==> src/rtl/clpe_pkg.sv <==
package clpe_pkg;

    localparam int CAPACITY  = 256;
    localparam int DATA_BITS = 32;
    localparam int SLOT_W    = $clog2(CAPACITY);
    localparam int CNT_W     = $clog2(CAPACITY + 1);
    localparam int POS_W     = 9;
    localparam int ACT_W     = 2;
    localparam int STAT_W    = 2;

    typedef logic [SLOT_W-1:0]           t_slot;
    typedef logic [CNT_W-1:0]            t_cnt;
    typedef logic [POS_W-1:0]            t_pos;
    typedef logic signed [DATA_BITS-1:0] t_data;

    typedef enum logic [ACT_W-1:0] {
        ACT_INSERT = 2'd0,
        ACT_REMOVE = 2'd1,
        ACT_READ   = 2'd2,
        ACT_CLEAR  = 2'd3
    } t_action;

    typedef enum logic [STAT_W-1:0] {
        STAT_OK    = 2'd0,
        STAT_RANGE = 2'd1,
        STAT_FULL  = 2'd2
    } t_status;

    typedef enum logic [3:0] {
        S_IDLE,
        S_SLOT,
        S_WALK,
        S_VAL_RD,
        S_INS_RD,
        S_INS_LINK,
        S_REM_NEXT,
        S_REM_RD,
        S_DONE
    } t_state;

    // node store access for one cycle
    typedef struct packed {
        logic  link_we;
        t_slot link_waddr;
        t_slot link_wdata;
        t_slot link_raddr;
        logic  val_we;
        t_slot val_waddr;
        t_data val_wdata;
        t_slot val_raddr;
    } t_store_req;

    // free-slot stack access for one cycle
    typedef struct packed {
        logic  flush;
        t_slot rd_addr;
        logic  push;
        t_slot push_addr;
        t_slot push_data;
    } t_stack_req;

endpackage

==> src/rtl/clpe_free_stack.sv <==
module clpe_free_stack import clpe_pkg::*; (
    input  logic       i_clk,
    input  logic       i_rst_n,
    input  t_stack_req i_req,
    output t_slot      o_pop_slot
);

    // entries never pushed since reset or flush read as their own index
    t_slot                r_mem [CAPACITY];
    logic  [CAPACITY-1:0] r_written;
    t_slot                r_rd_data;
    t_slot                r_rd_addr;
    logic                 r_rd_hit;

    always_ff @(posedge i_clk) begin
        if (!i_rst_n || i_req.flush) begin
            r_written <= '0;
        end else if (i_req.push) begin
            r_written[i_req.push_addr] <= 1'b1;
        end
    end

    always_ff @(posedge i_clk) begin
        if (i_req.push) begin
            r_mem[i_req.push_addr] <= i_req.push_data;
        end
        r_rd_data <= r_mem[i_req.rd_addr];
        r_rd_hit  <= r_written[i_req.rd_addr];
        r_rd_addr <= i_req.rd_addr;
    end

    assign o_pop_slot = r_rd_hit ? r_rd_data : r_rd_addr;

endmodule

==> config.mk <==
export PLATFORM = sky130hd
export DESIGN_NAME = clpe_free_stack
export DESIGN_NICKNAME = d
export VERILOG_FILES = /design/src/rtl/clpe_pkg.sv /design/src/rtl/clpe_free_stack.sv
export SDC_FILE = /design/constraint.sdc
export NUM_CORES = 2
export LEC_CHECK = 0
export CORE_AREA = 3 3 455 457
export DETAILED_ROUTE_END_ITERATION = 12
export DIE_AREA = 0 0 458 460
export DONT_BUFFER_PORTS = 1
export HOLD_SLACK_MARGIN = 0.08
export SETUP_SLACK_MARGIN = 0.4
export SLEW_MARGIN = 20
export SYNTH_ARGS = -nofsm -noshare
export SYNTH_HDL_FRONTEND = slang
export SYNTH_SLANG_ARGS = --single-unit
==> constraint.sdc <==
create_clock -name i_clk -period 4.05 [get_ports i_clk]
set_clock_uncertainty 0.1 [all_clocks]
set_input_delay 0.6075 -clock i_clk [delete_from_list [all_inputs] [get_ports i_clk]]
set_output_delay 0.6075 -clock i_clk [all_outputs]
set_load 0.01 [all_outputs]
# == After elaboration in Yosys (flattened, before gate mapping) ==
# Memory sizes are Yosys's and may differ from the RTL's. A register that Yosys moved wholly into a read port is not among the register bits.
# Index checks and enable logic that the tools add are counted.
# totals
register_bits,265
mem_bits_rw,2048
input_bits,28
out_inout_bits,8
n_memories,1
# op_classes
n_lt_le_gt_ge,3
mux,7
bitwise,1
reduce_logical,3
# mem_list
name,depth,word_bits,read_ports,rd_clocked_by_memory_dff,wr,line_no,source
r_mem,256,8,1,1,1,clpe_free_stack.sv:9,t_slot r_mem [CAPACITY];
# op_table
cell,count
OR 256 bit,1
"less-than comparator 8 x 9 -> 1 bit, second input constant",2
binary-select mux 1 bit (select 8 bit),1
demux 1 bit (select 8 bit),1
">= comparator 8 x 1 -> 1 bit, second input constant",1
two-way mux 8 bit,1
two-way mux 1 bit,4
logical AND 1 bit,1
logical NOT 1 bit,1
logical OR 1 bit,1

# == Longest topological paths before layout ==
# depth
ltp_word,5
depth_mapped,13

# == Worst setup path before layout ==
# Ideal clock, no wire load.
# synth_path
path_kind,input to register
from,input i_req[17] in the netlist's numbering
to,register r_rd_data[4] (read register of r_mem)
arrival_ns,2.498
setup_slack_ns,1.327
cell_stages,10
cell_sequence,buf_6 > buf_12 > buf_6 > buf_6 > buf_4 > mux4_2 > a221oi_1 > o21ai_0 > a211oi_1 > nor3_2
# synth_lines
element,line_no,source
from (decl),clpe_free_stack.sv:4,"input t_stack_req i_req,"
to (decl),clpe_free_stack.sv:11,t_slot r_rd_data;

# == Final worst setup path ==
# layout_path
from,input i_req[17] in the netlist's numbering
to,register r_rd_hit
# layout_via
elab_chain_cells,2
# layout_lines
element,line_no,source
binary-select mux 1 bit (select 8 bit),clpe_free_stack.sv:28,r_rd_hit <= r_written[i_req.rd_addr];
two-way mux 1 bit (implied by the code),clpe_free_stack.sv:28,
to (signal assigned),clpe_free_stack.sv:28,
to (decl),clpe_free_stack.sv:13,logic r_rd_hit;
# No other way between the ends. The select of a mux whose other input is x is not followed.
# A chain may end at the register's enable or synchronous reset.

==> run_results.csv <==
group,metric,value,unit
logic_synthesis,synth_edf_count,2048,
logic_synthesis,yosys.area.top_type_share,68.9,%
power_and_ir_drop,p_sw,10.4,mW
finish,fin_nets,4961,
drt,antenna_left,0,
power_and_ir_drop,netSwitchingFraction,21.3,%
placed_design,post_dp_cell_area,93100,um2
power_and_ir_drop,seq_power_share,53.4,%
timing,tns,0,ns
clocking,clkSinkCount,2321,
clocking,cts_root_buf,"clkbuf_16",
worst_setup_path,crit_start,"i_req[17]",
floorplan,die_width,458,um
placed_design,gp_congestion,0.805,
finish,layout-drive-gt1-share,23.6,%
grt,antenna_found_initial,12,
finish,syn_to_final_growth,13.4,%
logic_synthesis,ys_types,58,
clocking,clk_pin_slew,0.07,ns
timing,max_freq,0.299,GHz
timing,slew_viol_final,0,
clocking,clock_path_buffers,3,
power_and_ir_drop,powerDensity,483,nW/um2
timing,setup_violations,0,
drt,wl,233000,um
timing,final.min_clock_period,3.35,ns
timing,rsz0062_at_grt,"false",
logic_synthesis,netlist_top_cells_area,"edfxtp_1, mux4_2, dfxtp_1",
grt,grt_pass1_vias,45400,
clocking,h-tree-depth,4,
floorplan,die-area,211000,um2
drt,route.vias.total,45800,
floorplan,initial_core_util,43.8,%
drt,post_drt_via_cell_ratio,5.85,
placed_design,io_buffers,0,
worst_setup_path,critPathRequiredTime,4.75,ns
worst_setup_path,endpoint_kind,"flip-flop",
logic_synthesis,yosys_register_bits,2321,
power_and_ir_drop,p_clk_share,42.3,%
power_and_ir_drop,power_leakage,32.1,nW
floorplan,coreArea,204000,um2
power_and_ir_drop,ir_drop,495,uV
worst_setup_path,arrival,4.05,ns
logic_synthesis,ys_seq_area_share,75.0,%
logic_synthesis,synthCells,4690,
grt,grt_pass1_wl,328000,um
logic_synthesis,syn-num-nets,4718,
min_path,hold_path_class,"input pin to flip-flop",
logic_synthesis,synthArstFlopShare,0,%
timing,finalHoldViolations,108,
worst_setup_path,crit_path_max_fanout,70,
worst_setup_path,startpoint_type,"input pin",
grt,gr-usage-all-layers,21.4,%
status,outcome,"finished, violations left",
logic_synthesis,synthesis.area,89200,um2
timing,max_slew_margin,2.00,%
logic_synthesis,avgSynthCellArea,19.0,um2
status,violations,"negative hold slack",
logic_synthesis,synth_top_cell_by_area,"edfxtp_1",
drt,routedWlPerCell,29.8,um
drt,first_iter_violations,5398,
grt,grt_max_degree,662,
timing,period_share,82.7,%
min_path,hold_start,"i_req[1]",
clocking,cts_made_buffers,224,
placed_design,hpwl,125000,um
timing,hold_slack,-0.180,ns
floorplan,rows,166,
worst_setup_path,path_class,"input pin to flip-flop",
clocking,cts_setup_buffers,0,
timing,setup_ws,0.701,ns
power_and_ir_drop,p_int,38.5,mW
finish,final_util,49.6,%
run,cap_violations,0,
clocking,clock_latency,0.88,ns
clocking,cts_tree,"yes",
drt,drtPass1Iterations,5,
placed_design,place_worst_setup_slack,0.441,ns
logic_synthesis,synthFlopType,"edfxtp_1",
floorplan,die_y,460,um
power_and_ir_drop,power.share.combinational,4.3,%
floorplan,num_io_pins,36,
drt,drc,0,
finish,stdcell_area,101000,um2
logic_synthesis,ys_warn_count,0,
grt,grt_remaining_overflow,0,
finish,final.fill_count,16600,
worst_setup_path,r2r-start,"r_mem[190][1]",
timing,worst_pin_slew,1.47,ns
## kinds of logic (layout without fill, tap and decap cells)
logic type      count (synthesis)  in the layout  synth area share [%]
other cells                     0              3                     0
buf+inv                       288            727                  1.84
compound gates                404            404                  3.32
simple gates                  954            954                  4.38
mux                           723            723                  15.4
flops                        2321           2321                  75.0
## stage by stage
stage               cells  total power, mW  hold WS (ns)
CTS                  7790             48.7        -0.252
detailed placement   7357             28.1         0.352
global route         7818             50.3        -0.239
floorplan            4690             27.9         0.335
finish               7820             48.9        -0.180
global placement     7357             28.1         0.344
## power groups by stage
stage / combinational, mW / clock, mW / sequential [mW]
after global placement: 1.49 / 0 / 26.6
after detailed placement: 1.50 / 0 / 26.6
after CTS: 1.52 / 21.0 / 26.1
after global routing: 2.21 / 22.0 / 26.1
after floorplan: 1.28 / 0 / 26.6
final: 2.11 / 20.7 / 26.1
## layout by cell type, fill, tap and decap left out, drive strengths merged, types with 12 or more instances in the layout
cell,instances
a211oi,15
a21oi,68
a221oi,27
a22o,20
a22oi,81
a311oi,14
buf,283
bufinv,15
clkbuf,300
clkinv,98
dfxtp,273
dlygate4sd3,14
edfxtp,2048
inv,12
mux2,13
mux2i,190
mux4,520
nand2,69
nand3,45
nor2,740
nor2b,23
nor3,19
nor4,13
o21ai,26
o21ba,29
o221ai,40
o22ai,52
## area by class of cell
| type | instances | area, um2 | share of cell area (%) |
|---|---|---|---|
| diodes | 3 | 7.51 | 0.00742 |
| clock inverters | 125 | 1230 | 1.22 |
| flip-flops and latches | 2321 | 67000 | 66.2 |
| inverters | 5 | 20.0 | 0.0198 |
| well taps | 2688 | 3360 | 3.32 |
| repair buffers | 300 | 2830 | 2.79 |
| clock buffers | 297 | 6100 | 6.03 |
| multi-input cells | 2081 | 20700 | 20.4 |
## worst max-delay path, stage by stage
cell	delay [ns]
buf_16	0.33
buf_16	0.51
buf_16	0.42
mux2i_1	0.17
a221oi_2	0.29
o21ai_1	0.20
a311oi_1	0.92
o32ai_1	0.19
nor3_1	0.22
## sequential cells by signal, summed over array words and instances (netlist names)
register and count:
r_written 256, r_rd_data 8, r_rd_hit 1, r_rd_addr 8, r_mem 2048
## Yosys cell counts (3+ instances only)
cell and number:
nor2_1 740, a211o_1 3, nor3_1 18, nor2b_1 23, o221ai_1 40, and3_1 3
buf_4 29, a2111oi_0 7, o31ai_1 6, a211oi_1 15, mux2i_1 190, o22ai_1 52
buf_1 19, edfxtp_1 2048, o21ba_2 29, a221oi_1 25, clkbuf_1 159, nor4_1 12
a21boi_0 5, o21ai_0 23, a311oi_1 14, nand2_1 69, nand3b_1 3, nand2b_1 7
nand3_1 45, nand4_1 8, buf_2 33, a21oi_1 68, buf_6 29, and2_1 8
inv_2 3, o211ai_1 4, mux2_2 13, a22oi_1 81, dfxtp_1 273, buf_12 7
buf_8 7, or2_2 3, a22o_1 20, mux4_2 520, o21ai_1 3, nor4b_1 6
## routing by layer
layer  track usage, %  share of wire [%]  up-vias
li1                 -                  -    19400
met1             29.8                 41    24400
met2             35.1                 49     1692
met3             3.62                7.5      350
met4             5.82                2.8        8
met5                0              0.022        -
## path summary, 6_finish.rpt
path | end | slack, ns | cells after the start
setup / recovery | r_rd_hit | 0.70 | 9
hold / removal | r_mem[98][1] | -0.18 | 0
hold reg to reg | r_written[220] | 0.36 | 2
setup reg to reg | r_rd_data[1] | 0.93 | 7
## timing repair
item                                    CTS  global route
setup endpoints to repair                 0             9
hold buffers                             11            18
gates resized for setup                   0             2
endpoints found under the hold margin  2082          1471
No activity file was read; power rests on OpenSTA's default activity.
